File: src/design/dro_pkg.sv
// constants, types and lookup functions for the dead-reckoning odometry block
package dro_pkg;

    // field widths
    localparam int W_CNT   = 16;   // sensor counts
    localparam int W_YAW   = 17;   // gyro yaw, hundredths of a degree
    localparam int W_POS   = 48;   // q32.16 position
    localparam int W_HEAD  = 12;   // heading, tenths of a degree
    localparam int W_CFG   = 13;   // heading registers
    localparam int W_SUM   = 16;   // heading before reduction
    localparam int W_RES   = 13;   // residual angle inside a quarter turn
    localparam int W_VEC   = 42;   // cordic vector components
    localparam int W_ANG   = 25;   // cordic angle accumulator
    localparam int W_MULA  = 22;   // multiplier operand a (signed)
    localparam int W_MULB  = 24;   // multiplier operand b (signed)
    localparam int W_PROD  = W_MULA + W_MULB;
    localparam int W_ACC   = 66;   // scaling accumulator
    localparam int W_STEP  = 28;   // scaled step, q12.16 mm
    localparam int W_HALF  = 21;   // split point of a vector component
    localparam int W_ITER  = 5;
    localparam int W_TDATA_IN  = 152;
    localparam int W_TDATA_OUT = 112;

    localparam int CORDIC_STEPS = 20;
    localparam int STEP_SHIFT   = 38;
    localparam int DIV10_SHIFT  = 19;

    localparam logic [W_MULB-2:0] STEP_SCALE  = 23'd4071230;  // 2^38 / (41000 * gain)
    localparam logic [W_MULB-2:0] DIV10_RECIP = 23'd52429;    // 2^19 / 10, rounded up

    localparam logic [W_YAW-1:0]        YAW_ROUND  = 17'd5;
    localparam logic signed [W_SUM-1:0] FULL_TURN  = 16'sd3600;
    localparam logic signed [W_RES-1:0] QUARTER    = 13'sd900;
    localparam logic signed [W_RES-1:0] HALF_QUART = 13'sd450;

    localparam logic signed [W_POS-1:0] POS_MAX = {1'b0, {(W_POS-1){1'b1}}};
    localparam logic signed [W_POS-1:0] POS_MIN = {1'b1, {(W_POS-1){1'b0}}};

    // configuration register indexes
    typedef enum logic {
        CFG_START_HEADING = 1'b0,
        CFG_HEADING_CORR  = 1'b1
    } t_cfg_idx;

    // arctangent of 2^-i in units of 1/40960 degree
    function automatic logic signed [W_ANG-1:0] atan_units(input logic [W_ITER-1:0] idx);
        logic signed [W_ANG-1:0] v;
        case (idx)
            5'd0:    v = 25'sd1843200;
            5'd1:    v = 25'sd1088104;
            5'd2:    v = 25'sd574925;
            5'd3:    v = 25'sd291841;
            5'd4:    v = 25'sd146487;
            5'd5:    v = 25'sd73315;
            5'd6:    v = 25'sd36666;
            5'd7:    v = 25'sd18334;
            5'd8:    v = 25'sd9167;
            5'd9:    v = 25'sd4584;
            5'd10:   v = 25'sd2292;
            5'd11:   v = 25'sd1146;
            5'd12:   v = 25'sd573;
            5'd13:   v = 25'sd286;
            5'd14:   v = 25'sd143;
            5'd15:   v = 25'sd72;
            5'd16:   v = 25'sd36;
            5'd17:   v = 25'sd18;
            5'd18:   v = 25'sd9;
            5'd19:   v = 25'sd4;
            default: v = 25'sd0;
        endcase
        return v;
    endfunction

endpackage

File: src/design/dead_reckoning_odometry.sv
// dead-reckoning odometry: sensor step scaling, gyro heading, cordic rotation, position sum
//
//  channel   dir  fields (lowest bit first)
//  s_axis    in   tdata: sensor_x_counts, sensor_y_counts, yaw_centideg, new_x, new_y
//                 tuser: command (1 set position, 0 sensor sample)
//  m_axis    out  tdata: pos_x, pos_y, heading_decideg   tuser: saturated
//  i_cfg_*   in   write enable, register index, 13 bit write data
//
//  a sample request goes from acceptance to result valid through the yaw scaling, the
//  modulo 3600 reduction, the quarter-turn split, twenty cordic iterations on the add/shift
//  unit, the scaling on the shared multiplier and the saturating add. a set-position
//  request gives its result in the next cycle.
//  s_axis_tready is high only while idle; a pending result holds until m_axis_tready.
//  synchronous active-low reset clears position, heading and both heading registers.
module dead_reckoning_odometry
    import dro_pkg::*;
(
    input  logic                    i_clk,
    input  logic                    i_rst_n,
    // configuration write port
    input  logic                    i_cfg_wr_en,
    input  logic                    i_cfg_addr,
    input  logic [W_CFG-1:0]        i_cfg_wdata,
    // request stream
    input  logic                    s_axis_tvalid,
    output logic                    s_axis_tready,
    input  logic [W_TDATA_IN-1:0]   s_axis_tdata,   // x counts, y counts, yaw, new_x, new_y
    input  logic                    s_axis_tuser,   // command
    // result stream
    output logic                    m_axis_tvalid,
    input  logic                    m_axis_tready,
    output logic [W_TDATA_OUT-1:0]  m_axis_tdata,   // pos_x, pos_y, heading_decideg
    output logic                    m_axis_tuser    // saturated
);

    typedef enum logic [3:0] {
        S_IDLE,   // waiting for a request
        S_YAWM,   // multiply rounded yaw by the reciprocal of ten
        S_YAWS,   // form the unreduced heading
        S_MOD,    // reduce heading into 0..3599
        S_QUAD,   // strip quarter turns, rotate vector by 90 degrees each
        S_CORD,   // cordic iterations
        S_MXL,    // scale x, low half
        S_MXH,    // scale x, high half
        S_MYL,    // finish x, scale y low half
        S_MYH,    // scale y, high half
        S_MEND,   // finish y
        S_ADD,    // saturating position update
        S_OUT     // result waiting
    } t_state;

    t_state r_state;

    // architectural state and configuration
    logic signed [W_POS-1:0]  r_pos_x, r_pos_y;
    logic [W_HEAD-1:0]        r_heading;
    logic                     r_sat;
    logic signed [W_CFG-1:0]  r_start_heading, r_heading_corr;

    // working registers
    logic [W_YAW-1:0]         r_yaw_a;
    logic                     r_yaw_neg;
    logic signed [W_SUM-1:0]  r_h;
    logic signed [W_RES-1:0]  r_r;
    logic signed [W_VEC-1:0]  r_x, r_y;
    logic signed [W_ANG-1:0]  r_z;
    logic [W_ITER-1:0]        r_iter;
    logic signed [W_PROD-1:0] r_prod;
    logic signed [W_ACC-1:0]  r_acc;
    logic signed [W_STEP-1:0] r_step_x, r_step_y;

    // request unpacking
    logic                      w_cmd;
    logic [W_CNT-1:0]          w_sx, w_sy;
    logic [W_YAW-1:0]          w_yaw;
    logic [W_POS-1:0]          w_new_x, w_new_y;

    assign w_cmd   = s_axis_tuser;
    assign w_sx    = s_axis_tdata[15:0];
    assign w_sy    = s_axis_tdata[31:16];
    assign w_yaw   = s_axis_tdata[48:32];
    assign w_new_x = s_axis_tdata[96:49];
    assign w_new_y = s_axis_tdata[144:97];

    assign s_axis_tready = (r_state == S_IDLE);
    assign m_axis_tvalid = (r_state == S_OUT);
    assign m_axis_tdata  = {4'b0, r_heading, r_pos_y, r_pos_x};
    assign m_axis_tuser  = r_sat;

    logic w_in_take, w_out_take;
    assign w_in_take  = s_axis_tvalid && s_axis_tready;
    assign w_out_take = m_axis_tvalid && m_axis_tready;

    // step vector: x from -y counts, y from -x counts, times 127 * 2^16
    logic signed [W_CNT:0]    w_neg_sx, w_neg_sy;
    logic signed [23:0]       w_cx, w_cy;
    assign w_neg_sy = 17'sd0 - $signed({w_sy[W_CNT-1], w_sy});
    assign w_neg_sx = 17'sd0 - $signed({w_sx[W_CNT-1], w_sx});
    assign w_cx = $signed({w_neg_sy, 7'b0}) - $signed({{7{w_neg_sy[W_CNT]}}, w_neg_sy});
    assign w_cy = $signed({w_neg_sx, 7'b0}) - $signed({{7{w_neg_sx[W_CNT]}}, w_neg_sx});

    // yaw magnitude plus half a tenth, sign kept apart
    logic [W_YAW-1:0] w_yaw_abs;
    assign w_yaw_abs = w_yaw[W_YAW-1] ? (17'd0 - w_yaw) : w_yaw;

    // unreduced heading
    logic [13:0]             w_tenths;
    logic signed [W_SUM-1:0] w_t, w_s;
    assign w_tenths = r_prod[DIV10_SHIFT+13:DIV10_SHIFT];
    assign w_t = r_yaw_neg ? (16'sd0 - $signed({2'b0, w_tenths})) : $signed({2'b0, w_tenths});
    assign w_s = w_t - $signed({{3{r_start_heading[W_CFG-1]}}, r_start_heading})
                     + $signed({{3{r_heading_corr[W_CFG-1]}}, r_heading_corr});

    // shared multiplier
    logic signed [W_MULA-1:0] w_mul_a;
    logic signed [W_MULB-1:0] w_mul_b;
    logic signed [W_PROD-1:0] w_prod;

    always_comb begin
        w_mul_b = $signed({1'b0, STEP_SCALE});
        case (r_state)
            S_YAWM: begin
                w_mul_a = $signed({5'b0, r_yaw_a});
                w_mul_b = $signed({1'b0, DIV10_RECIP});
            end
            S_MXL:   w_mul_a = $signed({1'b0, r_x[W_HALF-1:0]});
            S_MXH:   w_mul_a = $signed({r_x[W_VEC-1], r_x[W_VEC-1:W_HALF]});
            S_MYL:   w_mul_a = $signed({1'b0, r_y[W_HALF-1:0]});
            S_MYH:   w_mul_a = $signed({r_y[W_VEC-1], r_y[W_VEC-1:W_HALF]});
            default: w_mul_a = '0;
        endcase
    end

    assign w_prod = w_mul_a * w_mul_b;

    // scaling accumulation: low half plus rounding, then high half shifted in
    localparam logic signed [W_ACC-1:0] ROUND_HALF = W_ACC'(1) <<< (STEP_SHIFT - 1);
    logic signed [W_ACC-1:0] w_prod_ext, w_acc_sum;
    assign w_prod_ext = $signed({{(W_ACC-W_PROD){r_prod[W_PROD-1]}}, r_prod});
    assign w_acc_sum  = r_acc + (w_prod_ext <<< W_HALF);

    // cordic micro-rotation, shifts floor
    logic signed [W_VEC-1:0] w_dx, w_dy;
    logic                    w_z_pos;
    assign w_dx    = r_y >>> r_iter;
    assign w_dy    = r_x >>> r_iter;
    assign w_z_pos = !r_z[W_ANG-1];

    // saturating position update
    logic signed [W_POS:0] w_sum_x, w_sum_y;
    logic                  w_ovf_x, w_ovf_y;
    assign w_sum_x = $signed({r_pos_x[W_POS-1], r_pos_x})
                   + $signed({{(W_POS+1-W_STEP){r_step_x[W_STEP-1]}}, r_step_x});
    assign w_sum_y = $signed({r_pos_y[W_POS-1], r_pos_y})
                   + $signed({{(W_POS+1-W_STEP){r_step_y[W_STEP-1]}}, r_step_y});
    assign w_ovf_x = w_sum_x[W_POS] != w_sum_x[W_POS-1];
    assign w_ovf_y = w_sum_y[W_POS] != w_sum_y[W_POS-1];

    // sequencer, architectural state and configuration
    always_ff @(posedge i_clk) begin
        if (!i_rst_n) begin
            r_state         <= S_IDLE;
            r_pos_x         <= '0;
            r_pos_y         <= '0;
            r_heading       <= '0;
            r_sat           <= 1'b0;
            r_start_heading <= '0;
            r_heading_corr  <= '0;
        end else begin
            if (i_cfg_wr_en) begin
                case (t_cfg_idx'(i_cfg_addr))
                    CFG_START_HEADING: r_start_heading <= $signed(i_cfg_wdata);
                    CFG_HEADING_CORR:  r_heading_corr  <= $signed(i_cfg_wdata);
                    default: ;
                endcase
            end
            case (r_state)
                S_IDLE: begin
                    if (w_in_take) begin
                        if (w_cmd) begin
                            // set position: heading untouched, never clipped
                            r_pos_x <= $signed(w_new_x);
                            r_pos_y <= $signed(w_new_y);
                            r_sat   <= 1'b0;
                            r_state <= S_OUT;
                        end else begin
                            r_state <= S_YAWM;
                        end
                    end
                end
                S_YAWM: r_state <= S_YAWS;
                S_YAWS: r_state <= S_MOD;
                S_MOD: begin
                    if (!(r_h < 16'sd0) && (r_h < FULL_TURN)) begin
                        r_heading <= r_h[W_HEAD-1:0];
                        r_state   <= S_QUAD;
                    end
                end
                S_QUAD: begin
                    if (!(r_r > HALF_QUART)) begin
                        r_state <= S_CORD;
                    end
                end
                S_CORD: begin
                    if (r_iter == W_ITER'(CORDIC_STEPS - 1)) begin
                        r_state <= S_MXL;
                    end
                end
                S_MXL:  r_state <= S_MXH;
                S_MXH:  r_state <= S_MYL;
                S_MYL:  r_state <= S_MYH;
                S_MYH:  r_state <= S_MEND;
                S_MEND: r_state <= S_ADD;
                S_ADD: begin
                    r_pos_x <= w_ovf_x ? (w_sum_x[W_POS] ? POS_MIN : POS_MAX)
                                       : w_sum_x[W_POS-1:0];
                    r_pos_y <= w_ovf_y ? (w_sum_y[W_POS] ? POS_MIN : POS_MAX)
                                       : w_sum_y[W_POS-1:0];
                    r_sat   <= w_ovf_x || w_ovf_y;
                    r_state <= S_OUT;
                end
                S_OUT: begin
                    if (w_out_take) begin
                        r_state <= S_IDLE;
                    end
                end
                default: r_state <= S_IDLE;
            endcase
        end
    end

    // datapath working registers
    always_ff @(posedge i_clk) begin
        case (r_state)
            S_IDLE: begin
                r_yaw_a   <= w_yaw_abs + YAW_ROUND;
                r_yaw_neg <= w_yaw[W_YAW-1];
                r_x       <= $signed({{2{w_cx[23]}}, w_cx, 16'b0});
                r_y       <= $signed({{2{w_cy[23]}}, w_cy, 16'b0});
            end
            S_YAWM: r_prod <= w_prod;
            S_YAWS: r_h    <= w_s;
            S_MOD: begin
                if (r_h < 16'sd0) begin
                    r_h <= r_h + FULL_TURN;
                end else if (!(r_h < FULL_TURN)) begin
                    r_h <= r_h - FULL_TURN;
                end else begin
                    r_r <= r_h[W_RES-1:0];
                end
            end
            S_QUAD: begin
                // each quarter turn stripped rotates the vector by 90 degrees
                if (r_r > HALF_QUART) begin
                    r_r <= r_r - QUARTER;
                    r_x <= -r_y;
                    r_y <= r_x;
                end else begin
                    r_z    <= $signed({r_r, 12'b0});
                    r_iter <= '0;
                end
            end
            S_CORD: begin
                if (w_z_pos) begin
                    r_x <= r_x - w_dx;
                    r_y <= r_y + w_dy;
                    r_z <= r_z - atan_units(r_iter);
                end else begin
                    r_x <= r_x + w_dx;
                    r_y <= r_y - w_dy;
                    r_z <= r_z + atan_units(r_iter);
                end
                r_iter <= r_iter + W_ITER'(1);
            end
            S_MXL: r_prod <= w_prod;
            S_MXH: begin
                r_prod <= w_prod;
                r_acc  <= w_prod_ext + ROUND_HALF;
            end
            S_MYL: begin
                r_prod   <= w_prod;
                r_step_x <= w_acc_sum[W_ACC-1:STEP_SHIFT];
            end
            S_MYH: begin
                r_prod <= w_prod;
                r_acc  <= w_prod_ext + ROUND_HALF;
            end
            S_MEND: r_step_y <= w_acc_sum[W_ACC-1:STEP_SHIFT];
            default: ;
        endcase
    end

`ifndef SYNTH
    // never accepting a request while a result is pending
    a_no_overlap: assert property (@(posedge i_clk) disable iff (!i_rst_n)
        !(s_axis_tready && m_axis_tvalid))
        else $error("request accepted while result pending");

    // reduced heading always inside one turn
    a_heading_range: assert property (@(posedge i_clk) disable iff (!i_rst_n)
        r_heading < W_HEAD'(3600))
        else $error("heading outside 0..3599");

    // set-position request gives its result on the next cycle
    a_set_fast: assert property (@(posedge i_clk) disable iff (!i_rst_n)
        (w_in_take && w_cmd) |=> m_axis_tvalid)
        else $error("set-position result late");

    // cordic iteration count stays within the angle table
    a_iter_range: assert property (@(posedge i_clk) disable iff (!i_rst_n)
        (r_state == S_CORD) |-> (r_iter < W_ITER'(CORDIC_STEPS)))
        else $error("cordic iteration overrun");

    // once a result is taken the block is ready again
    a_ready_after: assert property (@(posedge i_clk) disable iff (!i_rst_n)
        w_out_take |=> s_axis_tready)
        else $error("not ready after result taken");
`endif

endmodule

File: config.mk
export PLATFORM = sky130hd
export DESIGN_NAME = dead_reckoning_odometry
export DESIGN_NICKNAME = d
export VERILOG_FILES = /design/src/design/dro_pkg.sv /design/src/design/dead_reckoning_odometry.sv
export SDC_FILE = /design/constraint.sdc
export NUM_CORES = 2
export LEC_CHECK = 0
export BUFFER_PORTS_ARGS = -buffer_cell sky130_fd_sc_hd__buf_2
export CORE_AREA = 3 3 327 329
export CTS_BUF_LIST = sky130_fd_sc_hd__clkbuf_16
export DETAILED_ROUTE_END_ITERATION = 16
export DIE_AREA = 0 0 330 332
export HOLD_SLACK_MARGIN = 0.03
export PLACE_DENSITY_LB_ADDON = 0.08
export SLEW_MARGIN = 20
export SYNTH_ARGS = -nofsm -noshare
export SYNTH_HDL_FRONTEND = slang
export SYNTH_SLANG_ARGS = --single-unit
File: constraint.sdc
create_clock -name i_clk -period 16.84 [get_ports i_clk]
set_input_delay 0.842 -clock i_clk [delete_from_list [all_inputs] [get_ports i_clk]]
set_output_delay 0.842 -clock i_clk [all_outputs]
set_load 0.01 [all_outputs]
# Word level (Yosys, flattened, before mapping)
# Memories as Yosys holds them, arrays and structs flattened. A register that Yosys moved wholly into a read port is not among the register bits.
# Index checks and enable logic that the tools add are counted.
# totals
output_inout_bits	115
register_bits	468
input_bits	172
memories	2
elab_cells	147
rom_bits	1344
# classes
n_reduce_logical	22
bitwise	1
eq_ne	25
n_mux	48
mul	1
add_sub_neg	24
magnitude_cmp	3
n_shift	2
# mem_list
name	depth	width	read_ports	rd_clocked_by_memory_dff	write_ports	line	rtl
(name not given)	32	21	1	1	0	dro_pkg.sv:48	case (idx)
(name not given)	32	21	1	1	0	dro_pkg.sv:48	
# op_table
op	count
$mux 48	8
$pmux 42 s3	2
$pmux 48 s2	2
$mux 42	4
$mux 25	6
$pmux 22 s5	1
$add 48x28->49	2
$add 42x42->42	2
$sshr 42x5->42	2
$sub 42x42->42	2
$add 66x66->66	1
$pmux 4 s13	1
$pmux 25 s2	1
$mux 16	3
$sub 24x17->24	2
$add 46x39->47 const B	1
$mul 22x23->45	1
$neg 42->42	1
$mux 13	3
$sub 1x16->17 const A	2
$pmux 16 s2	1
$pmux 13 s2	1
$add 25x25->25	1
$sub 25x25->25	1
other kinds (41)	75

# Longest topological paths before layout
# logic_depth
ltp_word	5
mapped_depth	33
mapped_depth_nobuf	31

# Worst setup path before layout
# No wires, ideal clock.
# synth_path
path_kind	flip-flop to flip-flop
from	register r_state[2]
to	register r_prod[39], data pin
path_buffers	2
period_less_slack_ps	8858
t_required_ps	16575
path_slack_ps	7982
setup_ps	265
arrival_time_ps	8593
stages_incl_launch_ff	28
path_cell_list	dfxtp_1 clkbuf_1 nor3_1 clkbuf_1 a22oi_1 a21oi_1 inv_1 fa_1 inv_1 fa_1 fa_1 inv_1 fa_1 fa_1 fa_1 inv_1 fa_1 inv_1 ha_1 and3_1 a31oi_1 o21ai_0 o31a_1 o31ai_1 o211ai_1 a21boi_0 o21ai_0 xor2_1
# synth_between
elab_chain_len	3
elab_cells_between_ends	8
classes_between	mul (1); eq/ne (5); mux (2)
# synth_rtl
element	line	rtl
from (decl)	dead_reckoning_odometry.sv:52	t_state r_state;
from (signal assigned)	dead_reckoning_odometry.sv:162	r_state <= S_IDLE;
from (signal assigned)	dead_reckoning_odometry.sv:185	r_state <= S_OUT;
from (signal assigned)	dead_reckoning_odometry.sv:187	r_state <= S_YAWM;
$eq 4x4->1, or another cell as far along	dead_reckoning_odometry.sv:121	case (r_state)
$pmux 22 s5 or $mux 22 (tied branches)	dead_reckoning_odometry.sv:121	
$mul 22x23->45 *	dead_reckoning_odometry.sv:134	assign w_prod = w_mul_a * w_mul_b;
named net w_prod[39]	dead_reckoning_odometry.sv:117	logic signed [W_PROD-1:0] w_prod;
to (signal assigned)	dead_reckoning_odometry.sv:241	S_YAWM: r_prod <= w_prod;
to (signal assigned)	dead_reckoning_odometry.sv:275	S_MXL: r_prod <= w_prod;
to (signal assigned)	dead_reckoning_odometry.sv:277	r_prod <= w_prod;
to (decl)	dead_reckoning_odometry.sv:68	logic signed [W_PROD-1:0] r_prod;
# The timed path passes the listed nets; every way through them passes the cells marked *.
# A chain may end at the register's enable or synchronous reset.

# Final worst setup path
# layout_path
from	register r_state[3]
to	register r_prod[44], data pin
# Same word-level chain as after synthesis.

==> key figures <==
Critical path
  • Worst Setup SP: r_state[3]$_SDFFE_PN0P_
  • CP arrival: 10.20 ns
  • Critical path class: register to register
  • Most common cell on crit path: fa_1
  • Critical path's slowest cell: dfxtp_1
  • Setup crit end kind: register
  • Worst r2r src: r_state[3]$_SDFFE_PN0P_
  • Crit Path Max Fanout: 49
  • Worst Setup Start Kind: register
  • CP top delay family: adder cells
  • Critical Path RT: 17.26 ns
  • Largest stage delay on the critical path: 0.75 ns
  • WP buf/inv: 6

Global routing
  • Vias in the first global route: 48,100
  • Antenna violations before repair: 4
  • First-pass GRT wire length: 283 mm
  • Pin count of the biggest net entering global routing: 121
  • Grt total ovfl: 0
  • Gr usage total: 33.0%

STA
  • Tmin final: 9.79 ns
  • Crit share post-route: 58.1%
  • Slew margin rel.: 26.1%
  • Final setup TNS: 0 ns
  • Final setup violation count: 0
  • Max Slew Vio Count: 0
  • Fmax: 0.102 GHz
  • Measured slew at the worst slew-check pin: 1.10 ns
  • RSZ-0062 raised after global routing: false
  • Clk_skew: 0.0493 ns
  • Hold Violations, Final: 0

Min path
  • Min-delay worst type: input pin to register
  • Hold Crit Start: s_axis_tdata[129]

Route
  • Residual antenna-violating net count after detailed routing: 0
  • 1st-pass router iterations: 6
  • Post-Route WL: 185 mm
  • Drt via density: 6.29
  • DR vias: 50,700
  • DR WL/cell: 23.0 um
  • Initial DRC count: 5,127
  • Residual DRC: 0

Synthesis
  • Mapped Area: 57,100 um2
  • Sequential share of the synthesized area: 20.7%
  • Post-synthesis cell count: 6,515
  • Main synth FF type: edfxtp_1
  • Synth warnings: 0
  • Avg Inst Size Synth: 8.77 um2
  • EDFF count, synth: 288
  • Post-synth ARST share: 0%
  • Post-synth cell types: 102
  • Synth Register Bits: 448

Clock network
  • CTS clk-pin slew, worst paths: 0.06 ns
  • CTS H-tree depth: 2
  • Root buf cell: clkbuf_16
  • CTS tree: done
  • Hold_buf cts: 0
  • Post-cts sizing count: 0
  • Postcts setup bufs: 0
  • Clk_lat worst skew: 0.68 ns
  • Clock Sinks: 448
  • Num CTS Buffers: 55
  • Worst-case clock buffer depth: 3

Flow run
  • Maxcap violations: 0

Floorplan
  • Die footprint: 110,000 um2
  • Top Ports: 287
  • # rows: 118
  • Die Y: 332 um
  • Initial Util: 55.1%
  • Die width: 330 um
  • CORE AREA: 104,000 um2

Final layout
  • Area grow syn2layout: 7.59%
  • Layout cells sized above 1: 10.4%
  • Final nets: 7,680

Placed design
  • Port Buffer Count: 275
  • RD Place Congestion: 0.987
  • Post-DP HPWL: 142 mm

Run status
  • Status: finished, final reports clean
## metal layers
metal | up-vias | routed length [um] | share of wire (%) | global-route usage (%)
met3 | 405 | 18300 | 9.9 | 7.51
met5 | - | 0 | 0 | 0
met2 | 2291 | 78500 | 42 | 48.8
li1 | 23600 | - | - | -
met4 | 0 | 8300 | 4.5 | 12.8
met1 | 24400 | 80100 | 43 | 46.7
## through the flow
stage	instances	utilization [%]	instance area [um2]	setup slack [ns]	hold WS (ns)
after floorplan	6551	-	57300	7.98	0.433
after global placement	7955	57.5	59700	7.24	0.441
after detailed placement	7955	57.5	59700	7.15	0.446
after CTS	8057	59.2	61500	7.13	0.353
after global routing	8057	59.2	61500	6.61	0.383
final	8058	59.2	61500	7.05	0.392
## layout by cell type (no fill, tap or decap), types with 50 or more instances in the layout
cell,netlist,routed
nand3_1,131,131
o22ai_1,60,59
nand2_1,547,546
mux2i_1,117,117
a21o_1,147,146
nor3_1,128,122
buf_4,17,92
dfxtp_1,160,160
xnor2_1,265,265
mux4_2,122,122
a22oi_1,61,61
nor2b_1,71,71
clkbuf_16,0,55
nor2_1,432,426
ha_1,553,553
o21ai_0,390,388
fa_1,323,323
and2_1,51,51
xor2_1,218,218
a211oi_1,67,67
a21oi_1,449,446
buf_2,32,275
a31oi_1,70,70
o211ai_1,50,50
inv_1,619,633
edfxtp_1,288,288
and3_1,58,58
nand2b_1,69,69
o21a_1,62,62
## logic make-up after synthesis
group	count (synthesis)	synth area share, %
adders and majority gates	878	23.5
buffers and inverters	967	6.71
AOI/OAI and AO/OA	1741	19.7
muxes	281	7.72
DFF	448	20.7
other	2	0.0131
xor gates and xnor gates	484	7.43
and+or+nand+nor	1714	14.2
## tightest hold or removal path, stage by stage
cell	delay [ns]
buf_2	0.08
a22oi_1	0.05
o21ai_0	0.06
## state kept, by name, indices dropped and copies added (netlist names), named ones only
name             flops
r_pos_x             48
r_r                 13
r_yaw_a             17
r_y                 42
r_step_x            28
r_x                 42
r_pos_y             48
r_state              4
r_z                 25
r_heading_corr      13
r_heading           12
r_prod              45
r_step_y            28
r_h                 16
r_acc               26
r_yaw_neg            1
r_start_heading     13
r_iter               5
m_axis_tuser         1
## cells in the mapped netlist, drive strengths merged (31+ instances only)
| library cell | count | share of area, % |
|---|---|---|
| dfxtp | 160 | 5.6 |
| xnor2 | 266 | 4.1 |
| mux2i | 118 | 2.1 |
| edfxtp | 288 | 15 |
| nand2b | 69 | 0.76 |
| xor2 | 218 | 3.3 |
| inv | 620 | 4.1 |
| nand4 | 31 | 0.34 |
| fa | 323 | 11 |
| ha | 553 | 12 |
| a221oi | 41 | 0.64 |
| or2 | 32 | 0.35 |
| o21a | 62 | 0.81 |
| and2 | 54 | 0.59 |
| nand3 | 131 | 1.1 |
| nand2 | 547 | 3.6 |
| nor3 | 129 | 1.1 |
| clkbuf | 265 | 1.7 |
| mux2 | 40 | 0.79 |
| buf | 79 | 0.87 |
| a22oi | 61 | 0.80 |
| or3 | 40 | 0.44 |
| nor2 | 432 | 2.8 |
| o211ai | 50 | 0.66 |
| o21ai | 393 | 3.4 |
| a31oi | 70 | 0.77 |
| nor2b | 71 | 0.78 |
| o221ai | 32 | 0.50 |
| a21o | 147 | 1.9 |
| nor4 | 39 | 0.43 |
| a221o | 33 | 0.58 |
| a21oi | 449 | 3.9 |
| o22ai | 60 | 0.66 |
| o21bai | 48 | 0.63 |
| o31ai | 32 | 0.42 |
| mux4 | 123 | 4.9 |
| and3 | 58 | 0.63 |
| a211oi | 67 | 0.88 |
## final timing paths
path	endpoint	slack, ns	depth (start not counted)
worst max-delay path	r_prod[44]$_DFFE_PN_	7.05	30
worst min register to register	r_heading[8]$_SDFFE_PN0P_	0.45	2
worst min-delay path	r_pos_y[32]$_SDFFE_PN0P_	0.39	3
worst max register to register	r_prod[44]$_DFFE_PN_	7.05	30
## layout make-up
| class | count | area [um2] |
|---|---|---|
| Multi-Input combinational cell | 5136 | 41700 |
| Clock buffer | 55 | 1380 |
| Antenna cell | 1 | 2.50 |
| Fill cell | 9345 | 42300 |
| Sequential cell | 448 | 11900 |
| Inverter | 623 | 2340 |
| Timing Repair Buffer | 368 | 2090 |
| Tap cell | 1380 | 1730 |
| Clock inverter | 47 | 394 |
Power is left out: the tool's default activity adds up to more than one toggle a clock period on the data nets, which glitch-free logic cannot reach.
